## config.mk

```make
export PLATFORM = sky130hd
export DESIGN_NAME = url_percent_decoder_core
export DESIGN_NICKNAME = d
export VERILOG_FILES = /design/src/design/urlpd_pkg.sv /design/src/design/url_percent_decoder_core.sv /design/src/design/urlpd_front.sv /design/src/design/urlpd_queue.sv /design/src/design/urlpd_back.sv
export SDC_FILE = /design/constraint.sdc
export NUM_CORES = 1
export LEC_CHECK = 0
export ABC_AREA = 1
export BUFFER_PORTS_ARGS = -buffer_cell sky130_fd_sc_hd__buf_4
export CAP_MARGIN = 10
export CORE_ASPECT_RATIO = 2
export CORE_MARGIN = 10
export CORE_UTILIZATION = 45
export DETAILED_ROUTE_END_ITERATION = 12
export RECOVER_POWER = 25
export SETUP_SLACK_MARGIN = 0.4
export SLEW_MARGIN = 20
export SYNTH_ARGS = -nofsm -noshare
export SYNTH_HDL_FRONTEND = slang
export SYNTH_SLANG_ARGS = --single-unit
```

## constraint.sdc

```tcl
create_clock -name clk -period 3 [get_ports clk]
set_input_delay 0.15 -clock clk [delete_from_list [all_inputs] [get_ports clk]]
set_output_delay 0.15 -clock clk [all_outputs]
set_load 0.005 [all_outputs]
```

## src/design/urlpd_pkg.sv

```systemverilog
// Shared types, constants and the hex digit decoder for the URL percent decoder.
// Used by every module of the block; depends on nothing.
package urlpd_pkg;

  localparam logic [7:0] PERCENT_CHAR  = 8'h25;
  localparam logic [7:0] HEX_LC_OFFSET = 8'h57;
  localparam logic [7:0] HEX_UC_OFFSET = 8'h37;
  localparam logic [7:0] HEX_DG_OFFSET = 8'h30;

  localparam int QUEUE_DEPTH_DEFAULT = 4;

  typedef struct packed {
    logic [7:0] in_byte;
    logic       in_last;
  } in_beat_t;

  typedef struct packed {
    logic [7:0] out_byte;
    logic       out_last;
    logic       decode_error;
    logic       escape_seen;
  } out_beat_t;

  typedef enum logic [1:0] {
    PH_TEXT  = 2'd0,
    PH_PCT   = 2'd1,
    PH_DIGIT = 2'd2
  } phase_t;

  typedef enum logic {
    CMD_SINGLE = 1'b0,  // one result beat
    CMD_PAIR   = 1'b1   // literal '%' beat, then the carried beat
  } cmd_kind_t;

  typedef struct packed {
    cmd_kind_t kind;
    out_beat_t beat;
  } cmd_t;

  typedef struct packed {
    logic empty;
    cmd_t head;
  } q_rd_t;

  // {valid, value}; valid is low for anything that is not a hex digit
  function automatic logic [4:0] hex_value(input logic [7:0] c);
    logic [7:0] d;
    d = 8'h00;
    if (c inside {[8'h61:8'h66]}) begin
      d = c - HEX_LC_OFFSET;
      return {1'b1, d[3:0]};
    end else if (c inside {[8'h41:8'h46]}) begin
      d = c - HEX_UC_OFFSET;
      return {1'b1, d[3:0]};
    end else if (c inside {[8'h30:8'h39]}) begin
      d = c - HEX_DG_OFFSET;
      return {1'b1, d[3:0]};
    end
    return 5'b0_0000;
  endfunction

endpackage

```

## src/design/url_percent_decoder_core.sv

```systemverilog
// URL percent decoder: one encoded byte per cycle in unless stalled, decoded out.
// Each result is queued, then loaded into the registered output stage.
// Throughput: one input beat per cycle while the queue is not full; a literal '%'
// pair at message end is split into two output beats.
// Reset (rst, synchronous): clears escape state, queue and output valid.
// Top level; depends on urlpd_pkg, urlpd_front, urlpd_queue, urlpd_back.
module url_percent_decoder_core #(
  parameter int QUEUE_DEPTH = urlpd_pkg::QUEUE_DEPTH_DEFAULT
) (
  input  logic                 clk,
  input  logic                 rst,
  input  logic                 in_valid,
  output logic                 in_stall,
  input  urlpd_pkg::in_beat_t  in_data,
  output logic                 out_valid,
  input  logic                 out_stall,
  output urlpd_pkg::out_beat_t out_data
);
  import urlpd_pkg::*;

  logic  q_push, q_pop, q_full;
  cmd_t  q_wdata;
  q_rd_t q_rd;

  urlpd_front u_front (
    .clk      (clk),
    .rst      (rst),
    .in_valid (in_valid),
    .in_data  (in_data),
    .q_full   (q_full),
    .in_stall (in_stall),
    .q_push   (q_push),
    .q_wdata  (q_wdata)
  );

  urlpd_queue #(
    .DEPTH (QUEUE_DEPTH)
  ) u_queue (
    .clk   (clk),
    .rst   (rst),
    .push  (q_push),
    .wdata (q_wdata),
    .pop   (q_pop),
    .full  (q_full),
    .rd    (q_rd)
  );

  urlpd_back u_back (
    .clk       (clk),
    .rst       (rst),
    .rd        (q_rd),
    .out_stall (out_stall),
    .pop       (q_pop),
    .out_valid (out_valid),
    .out_data  (out_data)
  );

endmodule

```

## src/design/urlpd_front.sv

```systemverilog
// Front end: accepts input beats, runs the escape state machine and
// issues result commands into the queue. Depends on urlpd_pkg.
module urlpd_front (
  input  logic                clk,
  input  logic                rst,
  input  logic                in_valid,
  input  urlpd_pkg::in_beat_t in_data,
  input  logic                q_full,
  output logic                in_stall,
  output logic                q_push,
  output urlpd_pkg::cmd_t     q_wdata
);
  import urlpd_pkg::*;

  phase_t     phase, phase_next;
  logic [3:0] high_nibble, high_nibble_next;
  logic       error_latched, error_latched_next;
  logic       percent_found, percent_found_next;

  logic       accept;
  logic       emit;
  logic [4:0] hex;
  logic [7:0] b;
  logic       last;

  assign in_stall = q_full;
  assign accept   = in_valid && !q_full;
  assign q_push   = accept && emit;
  assign b        = in_data.in_byte;
  assign last     = in_data.in_last;
  assign hex      = hex_value(b);

  always_ff @(posedge clk) begin
    if (rst) begin
      phase         <= PH_TEXT;
      high_nibble   <= 4'h0;
      error_latched <= 1'b0;
      percent_found <= 1'b0;
    end else if (accept) begin
      phase         <= phase_next;
      high_nibble   <= high_nibble_next;
      error_latched <= error_latched_next;
      percent_found <= percent_found_next;
    end
  end

  always_comb begin
    phase_next         = phase;
    high_nibble_next   = high_nibble;
    error_latched_next = error_latched;
    percent_found_next = percent_found;
    emit               = 1'b0;
    q_wdata.kind              = CMD_SINGLE;
    q_wdata.beat.out_byte     = b;
    q_wdata.beat.out_last     = last;
    q_wdata.beat.decode_error = 1'b0;
    q_wdata.beat.escape_seen  = last && percent_found;

    if (!error_latched) begin
      case (phase)
        PH_PCT: begin
          if (last) begin
            emit         = 1'b1;
            q_wdata.kind = CMD_PAIR;
          end else begin
            if (hex[4]) high_nibble_next = hex[3:0];
            else        error_latched_next = 1'b1;
            phase_next = PH_DIGIT;
          end
        end
        PH_DIGIT: begin
          if (hex[4]) begin
            emit                  = 1'b1;
            q_wdata.beat.out_byte = {high_nibble, hex[3:0]};
          end else begin
            error_latched_next = 1'b1;
          end
          phase_next = PH_TEXT;
        end
        default: begin
          if (b == PERCENT_CHAR) begin
            percent_found_next = 1'b1;
            if (last) begin
              emit                     = 1'b1;
              q_wdata.beat.escape_seen = 1'b1;
            end else begin
              phase_next = PH_PCT;
            end
          end else begin
            emit = 1'b1;
          end
        end
      endcase
    end

    if (last) begin
      // replace whatever was built with one error beat
      if (error_latched_next) begin
        emit                      = 1'b1;
        q_wdata.kind              = CMD_SINGLE;
        q_wdata.beat.out_byte     = 8'h00;
        q_wdata.beat.decode_error = 1'b1;
        q_wdata.beat.escape_seen  = percent_found;
      end
      phase_next         = PH_TEXT;
      high_nibble_next   = 4'h0;
      error_latched_next = 1'b0;
      percent_found_next = 1'b0;
    end
  end

  a_err_needs_pct: assert property (@(posedge clk) disable iff (rst)
    error_latched |-> percent_found)
    else $error("error latched without a percent sign");

  a_digit_phase_pct: assert property (@(posedge clk) disable iff (rst)
    (phase == PH_PCT || phase == PH_DIGIT) |-> percent_found)
    else $error("escape phase without a percent sign");

  a_last_clears: assert property (@(posedge clk) disable iff (rst)
    (accept && last) |=> (phase == PH_TEXT && !error_latched && !percent_found))
    else $error("state not cleared after final beat");

endmodule

```

## src/design/urlpd_queue.sv

```systemverilog
// Command queue between front and back end; one push and one pop per cycle.
// Depends on urlpd_pkg.
module urlpd_queue #(
  parameter int DEPTH = urlpd_pkg::QUEUE_DEPTH_DEFAULT
) (
  input  logic                clk,
  input  logic                rst,
  input  logic                push,
  input  urlpd_pkg::cmd_t     wdata,
  input  logic                pop,
  output logic                full,
  output urlpd_pkg::q_rd_t    rd
);
  import urlpd_pkg::*;

  localparam int PW = (DEPTH > 1) ? $clog2(DEPTH) : 1;
  localparam int CW = $clog2(DEPTH + 1);
  localparam logic [PW-1:0] LAST_SLOT = PW'(DEPTH - 1);
  localparam logic [CW-1:0] FULL_CNT  = CW'(DEPTH);

  cmd_t          mem [DEPTH];
  logic [PW-1:0] wr_ptr, rd_ptr;
  logic [CW-1:0] count;

  assign full     = (count == FULL_CNT);
  assign rd.empty = (count == '0);
  assign rd.head  = mem[rd_ptr];

  always_ff @(posedge clk) begin
    if (push) mem[wr_ptr] <= wdata;
  end

  always_ff @(posedge clk) begin
    if (rst) begin
      wr_ptr <= '0;
      rd_ptr <= '0;
      count  <= '0;
    end else begin
      if (push) wr_ptr <= (wr_ptr == LAST_SLOT) ? '0 : wr_ptr + 1'b1;
      if (pop)  rd_ptr <= (rd_ptr == LAST_SLOT) ? '0 : rd_ptr + 1'b1;
      case ({push, pop})
        2'b10:   count <= count + 1'b1;
        2'b01:   count <= count - 1'b1;
        default: count <= count;
      endcase
    end
  end

  a_no_overflow: assert property (@(posedge clk) disable iff (rst)
    push |-> (!full || pop))
    else $error("push into full queue");

  a_no_underflow: assert property (@(posedge clk) disable iff (rst)
    pop |-> !rd.empty)
    else $error("pop from empty queue");

  a_count_grow: assert property (@(posedge clk) disable iff (rst)
    (push && !pop) |=> (count == $past(count) + 1'b1))
    else $error("queue count did not advance");

endmodule

```

## src/design/urlpd_back.sv

```systemverilog
// Back end: drains queue commands into the output register, splitting
// a pair command into two beats. Depends on urlpd_pkg.
module urlpd_back (
  input  logic                 clk,
  input  logic                 rst,
  input  urlpd_pkg::q_rd_t     rd,
  input  logic                 out_stall,
  output logic                 pop,
  output logic                 out_valid,
  output urlpd_pkg::out_beat_t out_data
);
  import urlpd_pkg::*;

  logic      load;
  logic      second, second_next;
  out_beat_t beat_next;

  assign load = !out_valid || !out_stall;

  always_comb begin
    beat_next   = rd.head.beat;
    second_next = second;
    pop         = 1'b0;
    if (load && !rd.empty) begin
      if (rd.head.kind == CMD_PAIR && !second) begin
        // literal '%' first, hold the entry for its partner beat
        beat_next.out_byte     = PERCENT_CHAR;
        beat_next.out_last     = 1'b0;
        beat_next.decode_error = 1'b0;
        beat_next.escape_seen  = 1'b0;
        second_next            = 1'b1;
      end else begin
        pop         = 1'b1;
        second_next = 1'b0;
      end
    end
  end

  always_ff @(posedge clk) begin
    if (rst) begin
      out_valid <= 1'b0;
      second    <= 1'b0;
    end else begin
      second <= second_next;
      if (load) out_valid <= !rd.empty;
    end
  end

  always_ff @(posedge clk) begin
    if (load && !rd.empty) out_data <= beat_next;
  end

  a_second_on_pair: assert property (@(posedge clk) disable iff (rst)
    second |-> (!rd.empty && rd.head.kind == CMD_PAIR))
    else $error("second half pending without a pair command");

  a_err_final: assert property (@(posedge clk) disable iff (rst)
    (out_valid && out_data.decode_error) |->
      (out_data.out_last && out_data.out_byte == 8'h00 && out_data.escape_seen))
    else $error("malformed error beat");

  a_pair_split: assert property (@(posedge clk) disable iff (rst)
    (load && !rd.empty && rd.head.kind == CMD_PAIR && !second) |=> second)
    else $error("pair command not split");

endmodule

```

======== After elaboration in Yosys (flattened, before gate mapping) ========
Memory sizes are Yosys's and may differ from the RTL's. A register that Yosys moved wholly into a read port is not among the register bits.
Cells that the tools add are included.
storage, ports and cells
  memories ................................ 1
  output and inout port bits .............. 13
  word-level logic and storage cells ...... 114
  bits of input ports ..................... 13
  memory bits (writable) .................. 48
  register bits ........................... 28
memories
  memory       depth  width  read ports  clocked after Yosys merged registers in  write ports  RTL line           text
  u_queue.mem  4      12     1           1                                        1            urlpd_queue.sv:21  cmd_t mem [DEPTH];
operators by class
  reduce and logical (&&, ||, !) cells .... 24
  equal/unequal tests ..................... 10
  magnitude comparators ................... 6
  mux-type cells .......................... 53
  add/sub/neg operators ................... 7
operator list
  kind                   count
  $mux W1                27
  $mux W9                3
  $mux W5                4
  $mux W2                9
  $ge A8 B7 Y1 const B   2
  $le A8 B7 Y1 const B   2
  $mux W4                4
  $mux W8                2
  $eq A2 B2 Y1 const B   4
  $eq A8 B6 Y1 const B   1
  $ge A8 B6 Y1 const B   1
  $le A8 B6 Y1 const B   1
  $logic_and A1 B1 Y1    8
  $reduce_and A4 Y1      2
  $reduce_bool A2 Y1     4
  $sub A4 B3 Y4 const B  2
  $pmux W3 S2            1
  $logic_not A1 Y1       5
  $add A2 B1 Y2 const B  2
  $eq A2 B1 Y1 const B   2
  $pmux W1 S2            2
  $pmux W2 S2            1
  $reduce_bool A4 Y1     1
  $sub A4 B1 Y4 const B  1
  9 further kinds        9

======== Longest topological paths before layout ========
Gate-level depths: netlist (run 1).
  word-level depth ........................ 15
  mapped depth ............................ 18
  mapped depth without buffers ............ 18

======== By module ========
From an unflattened synthesis (run 1), not the netlist that was laid out.
second synthesis, totals
  cells, all modules ...................... 392
  area, all modules ....................... 3,714.8 µm²
by module, submodules not included
  module       area each (µm²)  cells an instance  sequential area each (µm²)  instances
  urlpd_queue  2,242.2          176                1,621.6                     1
  urlpd_front  959.7            170                160.2                       1
  urlpd_back   513.0            46                 370.4                       1

======== Worst setup path before layout (run 1) ========
No wires, ideal clock.
  kind .................................... reg2reg
  start point ............................. register u_queue.count[0]
  end point ............................... register u_queue.count[2]
  required time ........................... 2.878 ns
  stages on the path, launching flop included .. 12
  clock period less this slack ............ 2.543 ns
  setup slack ............................. 0.457 ns
  path buffers ............................ 0
  data arrival time ....................... 2.421 ns
  setup time .............................. 0.122 ns
  path through ............................ dfxtp_1 -> inv_1 -> a31oi_1 -> nand2_1 -> inv_2 -> ha_1 -> inv_1 -> fa_1 -> a21oi_1 -> o21ai_0 -> o21ai_0 -> a21oi_1
between the ends
  longest elaborated chain between the ends .. 6
  elaborated cells on any way between the ends .. 14
  those cells by class .................... 2 x add/sub; 3 x eq/ne; 2 x mux; 7 x reduce/logical
RTL lines
  element                                            RTL line                        text
  from (decl)                                        urlpd_queue.sv:23               logic [CW-1:0] count;
  from (signal assigned)                             urlpd_queue.sv:42               2'b10: count <= count + 1'b1;
  from (signal assigned)                             urlpd_queue.sv:43               2'b01: count <= count - 1'b1;
  from (signal assigned)                             urlpd_queue.sv:44               default: count <= count;
  $logic_not A3 Y1 *                                 urlpd_queue.sv:26               assign rd.empty = (count == '0);
  $logic_not A1 Y1 *                                 urlpd_back.sv:24                if (load && !rd.empty) begin
  $logic_and A1 B1 Y1 *                              urlpd_back.sv:24
  $mux W1 *                                          urlpd_back.sv:24
  named net q_pop                                    url_percent_decoder_core.sv:21  logic q_push, q_pop, q_full;
  $eq A2 B1 Y1 or $eq A2 B2 Y1 (tied branches)       urlpd_queue.sv:41               case ({push, pop})
  $pmux W3 S2 or $reduce_bool A2 Y1 (tied branches)  -
Mark *: on every way through the listed nets, which the timed path passes. The rest lies on a longest branch.
A chain may end at the register's enable or synchronous reset.

======== Final worst setup path (run 1) ========
  start point ............................. register u_front.phase[1]
  end point ............................... register u_queue.count[2]
between the ends
  longest elaborated chain between the ends .. 8
  elaborated cells on any way between the ends .. 13
  those cells by class .................... 4 x eq/ne; 7 x mux; 2 x reduce/logical
RTL lines
  element                                            RTL line           text
  from (decl)                                        urlpd_front.sv:15  phase_t phase, phase_next;
  from (signal assigned)                             urlpd_front.sv:40  phase <= phase_next;
  $eq A2 B2 Y1 or $eq A2 B1 Y1 (tied branches)       urlpd_front.sv:60  case (phase)
  $pmux W1 S2                                        urlpd_front.sv:60
  $mux W1                                            urlpd_front.sv:59  if (!error_latched) begin
  $mux W1                                            urlpd_front.sv:98  if (error_latched_next) begin
  $mux W1 *                                          urlpd_front.sv:96  if (last) begin
  $logic_and A1 B1 Y1 *                              urlpd_front.sv:28  assign q_push = accept && emit;
  $eq A2 B1 Y1 or $eq A2 B2 Y1 (tied branches)       urlpd_queue.sv:41
  $pmux W3 S2 or $reduce_bool A2 Y1 (tied branches)  -
Every way passes the cells marked *; elsewhere a longest branch is shown, timed or not.

==> results of run 1 <==
metrics by stage:
| stage | setup slack [ns] | hold WS [ns] | cells | cell area, sq um | power (W) |
|---|---|---|---|---|---|
| finish | 0.546 | 0.0482 | 491 | 4270 | 0.00368 |
| global route | 0.339 | 0.0601 | 491 | 4270 | 0.00390 |
| CTS | 0.494 | 0.0447 | 491 | 4290 | 0.00374 |
| detailed placement | 0.493 | 0.403 | 475 | 3970 | 0.00258 |
| global placement | 0.553 | 0.401 | 475 | 3970 | 0.00256 |
| floorplan | 0.457 | 0.249 | 355 | 3640 | 0.00218 |
synthesized netlist by cell type:
library cell  instances  area (sq um)
nand2_2               7          43.8
edfxtp_1             59          1770
clkbuf_1              6          22.5
a31oi_1               2          12.5
inv_2                 7          26.3
nor2_2                4          25.0
buf_6                 1          11.3
o21ai_4               1          16.3
nand3_1              11          55.1
mux2i_1               3          30.0
nand4_1               1          6.26
nor4_1                1          6.26
dfxtp_1              19           380
buf_2                 4          20.0
a211oi_1              2          15.0
xor2_1                1          8.76
o211a_1               1          10.0
o32ai_1               8          70.1
a21oi_2               2          17.5
nand3_4               1          17.5
nor2_1               49           184
fa_1                  1          20.0
nand2_1              46           173
o211ai_1              1          7.51
nand3_2               4          40.0
ha_1                 12           150
nand2_4               5          56.3
nor3_1                2          10.0
inv_1                46           173
nor2_4                1          11.3
o21ai_0              25           125
o221ai_1              3          26.3
o21ai_1               2          10.0
o21a_1                1          7.51
a21oi_1              16          80.1
state kept, by name (all words and copies together), names as in the netlist, named ones only:
signal                 cells
u_queue.mem               48
u_back.out_data           11
u_front.high_nibble        4
u_queue.count              3
u_front.phase              2
u_queue.rd_ptr             2
u_queue.wr_ptr             2
u_back.out_valid           1
u_back.second              1
u_front.error_latched      1
u_front.percent_found      1
cell type report:
| cell class | count | area [sq um] | share of cell area, % |
|---|---|---|---|
| multi-input cells | 213 | 1230 | 28.7 |
| repair buffers | 35 | 251 | 5.89 |
| well taps | 96 | 120 | 2.81 |
| clock buffers | 9 | 225 | 5.27 |
| clock inverters | 7 | 97.6 | 2.28 |
| inverters | 53 | 199 | 4.66 |
| flip-flops and latches | 78 | 2150 | 50.4 |
worst register-to-register path: stages, from the launching register on:
cell	delay, ns
dfxtp_2	0.35
inv_1	0.07
ha_1	0.24
nand2_1	0.09
a21oi_1	0.08
nand3_2	0.09
nand2_4	0.06
nand2_4	0.11
nand2_4	0.09
nand2_4	0.10
ha_1	0.15
inv_1	0.06
fa_1	0.37
a21oi_1	0.15
o21ai_0	0.12
o21ai_1	0.14
a21oi_1	0.05
logic make-up after synthesis:
logic type / after synthesis
AND/OR/NAND/NOR: 132
flip-flops: 78
AO/OA/AOI/OAI: 64
buffers and inverters: 64
adder cells (fa/ha/maj): 13
multiplexers: 3
XOR/XNOR: 1
power breakdown:
group / internal, W / switching, W
clock network: 0.000730 / 0.000434
logic: 0.000377 / 0.000614
registers: 0.00145 / 0.0000679
per-layer routing:
layer / vias to the layer above / track usage [%]
met5: - / 0
met4: 0 / 6.90
met3: 15 / 3.82
met2: 37 / 22.2
met1: 1169 / 11.3
li1: 1267 / -
path summary, 6_finish.rpt:
check,startpoint,to,slack (ns),cells past startpoint
worst min-delay path,rst,u_queue.count[1],0.05,2
worst max-delay path,u_front.phase[1],u_queue.count[2],0.55,16
worst max register to register,u_front.phase[1],u_queue.count[2],0.55,16
worst min register to register,u_front.high_nibble[0],u_front.high_nibble[0],0.47,2
==> impl_metrics.csv, run 1 <==
group,metric,value,unit
floorplan,ioPinCount,26,
setup_path,cpMostUsedCell,"nand2_4",
setup_path,end_kind,"flop",
route,vias,2488,
route,top_layer_used,"met4",
route,via_per_inst,5.07,
clock_network,root_buffer,"clkbuf_16",
grt,first_global_vias,2539,
timing,post-route-min-period,2.45,ns
grt,antenna_found_initial,0,
cells_and_area,n_fill_cell,710,
route,met2_length,3870,um
setup_path,crit_chain,"inv_1 > ha_1 > nand2_1 > a21oi_1 > nand3_2 > nand2_4 > nand2_4 > nand2_4 > nand2_4 > ha_1 > inv_1 > fa_1 > a21oi_1 > o21ai_0 > o21ai_1 > a21oi_1",
place,dp_hpwl,5190,um
route,drcViolationCount,0,
timing,fin_tns_setup,0,ns
clock_network,ctsResizeCount,0,
yosys,synth_mux_area_share,0.825,%
route,drt_iter0_drc,134,
clock_network,cts.htree.levels,3,
cells_and_area,fin_util,54.2,%
yosys,synthesis.area,3640,sq um
clock_network,cts_buffers,9,
grt,grt_pass1_wl,11800,um
floorplan,die_w,83.6,um
clock_network,clockBufferDepth,2,
cells_and_area,layout-drive-gt1-share,19.5,%
timing,min_period_over_period,81.8,%
route,dr_wl_met3,258,um
min_path,worst_hold_path_type,"in2reg",
setup_path,cp_slowest_stage_delay,0.37,ns
setup_path,critPathBufInv,2,
setup_path,crit_type,"reg2reg",
setup_path,crit_family,"adder cells",
timing,clock_skew,0.00443,ns
yosys,synth_nets,381,
route,ant_nets,0,
clock_network,cts_sinks,78,
cells_and_area,antenna_cells,0,
yosys,synth_top_family_by_area,"simple AND/OR/NAND/NOR gates",
setup_path,slowest_stage,"fa_1",
yosys,synthXorXnorAreaFrac,0.241,%
yosys,yosysSeqAreaShare,59.1,%
route,drtPass1Iterations,4,
timing,max_slew_margin,59.1,%
route,wl_met1,2810,um
place,place.gp.congestion,0.857,
setup_path,critical_path_required,3.22,ns
timing,finalHoldViolCount,0,
timing,max_slew.worst_pin.slew,0.608,ns
floorplan,fp.coreArea,7890,sq um
place,portBuffers,25,
timing,slew_violations,0,
floorplan,die_area,12300,sq um
yosys,yosys.area_share.simple,17.3,%
yosys,yosys.area_share.adder,4.68,%
route,wl_per_cell,14.6,um
clock_network,cts_tree,"yes",
setup_path,arrival,2.68,ns
power,p_per_area,861,nW/um^2
yosys,ys_ff_latch,78,
power,irDropWorstVdd,0.407,mV
clock_network,path_clk_slew,0.06,ns
yosys,synth_compound_area_share,10.9,%
grt,grt-ovfl-total,0,
grt,grt_use_total,12.1,%
cells_and_area,areaGrowthSynthToFinish,17.4,%
grt,grt_max_degree,24,
yosys,synth_warnings,0,
timing,grt_setup_unrepaired,"false",
floorplan,initial_core_util,46.2,%
route,drt_wl_total,7150,um
timing,fmax,0.407,GHz
cells_and_area,finalNetCount,416,
yosys,synthCells,355,
floorplan,num_rows,46,
clock_network,clkLatencyLatePin,0.34,ns
cells_and_area,final_common_cell,"edfxtp_1",
yosys,ys_types,35,
timing,finalSetupViolCount,0,
yosys,syn_avg_cell_area,10.3,sq um
clock_network,cts_setup_buffers,0,
setup_path,crit_fanout,8,
setup_path,startpoint_type,"flop",
power,p_leak,1.74,nW
cells_and_area,most-common-layout-cells,"edfxtp_1, nor2_1, nand2_1, inv_1, o21ai_0",
floorplan,die_y,147,um
status,status,"finished clean",
clock_network,cts_hold_buf,0,
job,cap_violations,0,
Note: power is estimated with default switching activity, not from simulation.
==> inputs of run 2 (changes only) <==
==> constraint.sdc (replaced) <==
create_clock -name clk -period 2.15 [get_ports clk]
set_input_delay 0.1075 -clock clk [delete_from_list [all_inputs] [get_ports clk]]
set_output_delay 0.1075 -clock clk [all_outputs]
set_load 0.005 [all_outputs]
==> impl_metrics.csv, run 2 (same netlist as run 1, synthesis figures left out) <==
group,metric,value,unit
route,drt_iter0_drc,94,
place,place.gp.congestion,0.854,
setup_path,crit_type,"reg2reg",
min_path,worst_hold_path_type,"in2reg",
route,top_layer_used,"met4",
power,p_sw_share,30.1,%
route,drt_wl_total,7860,um
status,status,"finished clean",
cells_and_area,most-common-layout-cells,"edfxtp_1, nor2_1, nand2_1, inv_1, buf_4",
floorplan,die_w,83.6,um
cells_and_area,regMostFlops,"u_queue.mem",
timing,max_slew_margin,47.6,%
setup_path,critical_path_required,2.36,ns
timing,fin_tns_setup,0,ns
clock_network,cts_buffers,9,
route,ant_nets,0,
cells_and_area,areaGrowthSynthToFinish,28.7,%
grt,antenna_found_initial,0,
route,wl_per_cell,15.3,um
power,power_switching,0.00163,W
clock_network,clockBufferDepth,2,
floorplan,initial_core_util,46.2,%
timing,max_slew.worst_pin.slew,0.786,ns
place,portBuffers,25,
power,p_leak,1.92,nW
timing,slew_violations,0,
clock_network,cts.htree.levels,3,
setup_path,arrival,2.34,ns
timing,finalSetupViolCount,0,
job,cap_violations,0,
route,vias,2636,
cells_and_area,n_fill_cell,638,
clock_network,cts_hold_buf,0,
cells_and_area,design_area,4680,sq um
cells_and_area,multi_input_area,1330,sq um
floorplan,num_rows,46,
cells_and_area,fin_util,59.4,%
clock_network,path_clk_slew,0.06,ns
power,comb_power_share,32.6,%
power,power.share.clock,27.8,%
route,met2_length,4610,um
place,dp_hpwl,5510,um
floorplan,fp.coreArea,7890,sq um
cells_and_area,largest_register_ffs,48,
timing,fmax,0.469,GHz
route,drcViolationCount,0,
grt,grt_pass1_wl,12800,um
route,drtPass1Iterations,6,
clock_network,cts_sinks,78,
floorplan,ioPinCount,26,
timing,post-route-min-period,2.13,ns
floorplan,die_area,12300,sq um
timing,grt_setup_unrepaired,"true",
grt,grt_use_total,12.9,%
timing,clock_skew,0.00409,ns
cells_and_area,layout-drive-gt1-share,28.0,%
route,via_per_inst,5.13,
timing,fin_ws,0.0194,ns
clock_network,cts_tree,"yes",
timing,holdWs,0.0402,ns
place,place_ws,-0.0363,ns
grt,first_global_vias,2652,
setup_path,crit_fanout,4,
grt,grt-ovfl-total,0,
cells_and_area,antenna_cells,0,
cells_and_area,final_common_cell,"edfxtp_1",
timing,min_period_over_period,99.1,%
power,p_int,0.00377,W
power,p_per_area,1150,nW/um^2
clock_network,root_buffer,"clkbuf_16",
route,dr_wl_met3,261,um
cells_and_area,finalNetCount,439,
place,placed_cell_area,4160,sq um
grt,grt_max_degree,23,
setup_path,end_kind,"flop",
cells_and_area,top_regs,"u_queue.mem: 48 flops, u_back.out_data: 11 flops, u_front.high_nibble: 4 flops",
timing,finalHoldViolCount,0,
power,seqPwrFrac,39.6,%
floorplan,die_y,147,um
route,wl_met1,2770,um
setup_path,rrSetupSlack,0.02,ns
power,irDropWorstVdd,0.808,mV
setup_path,startpoint_type,"flop",
clock_network,clkLatencyLatePin,0.32,ns
cells_and_area,final-seq-area,2160,sq um
run 2: what timing repair did:
item / 4_1_cts / 5_1_grt
setup buffers: 7 / 1
cloned: 4 / 0
gates resized for setup: 10 / 5
pin swaps: 5 / 5
endpoints found under the setup margin: 51 / 67
hold endpoints to repair: 0 / 0
run 2: path summary, 6_finish.rpt:
path	from	end	cells past startpoint
min reg2reg	u_front.high_nibble[1]	u_front.high_nibble[1]	2
max reg2reg	u_front.phase[0]	u_queue.count[2]	15
min	rst	u_front.high_nibble[1]	2
max	u_front.phase[0]	u_queue.count[2]	15
run 2: metrics by stage:
stage | power, W | std cells
2_1_floorplan | 0.00312 | 355
3_3_place_gp | 0.00376 | 486
3_5_place_dp | 0.00380 | 486
4_1_cts | 0.00547 | 513
5_1_grt | 0.00570 | 514
6_report | 0.00539 | 514
run 2: area by class of cell:
cell class | instances | area share, %
timing repair buffer | 58 | 12.1
sequential | 78 | 46.1
clock inverter | 2 | 0.214
inverter | 53 | 4.30
clock buffer | 14 | 6.33
tap | 96 | 2.56
multi-input combinational | 213 | 28.4
run 2: metal layers:
metal,GRT usage (%),vias up
met3,2.88,17
met2,25.8,62
met1,11.3,1241
li1,-,1316
met5,0,-
met4,6.31,0
run 2: critical path, stage by stage (launching register included):
cell and delay (ns):
dfxtp_4 0.38, inv_4 0.04, ha_4 0.28, nand2_2 0.05
o21ai_2 0.10, inv_1 0.05, nand2_2 0.07, nand2_4 0.07
nand2_4 0.07, ha_4 0.12, inv_2 0.04, fa_2 0.34
a21oi_2 0.14, o21ai_1 0.09, o21ai_1 0.13, a21oi_1 0.05
run 2: power groups by stage:
stage	Clock, W	Combinational, W	Sequential (W)
4_1_cts	0.00151	0.00183	0.00214
6_report	0.00150	0.00176	0.00214
2_1_floorplan	0	0.000962	0.00216
5_1_grt	0.00157	0.00195	0.00218
3_5_place_dp	0	0.00164	0.00216
3_3_place_gp	0	0.00160	0.00216
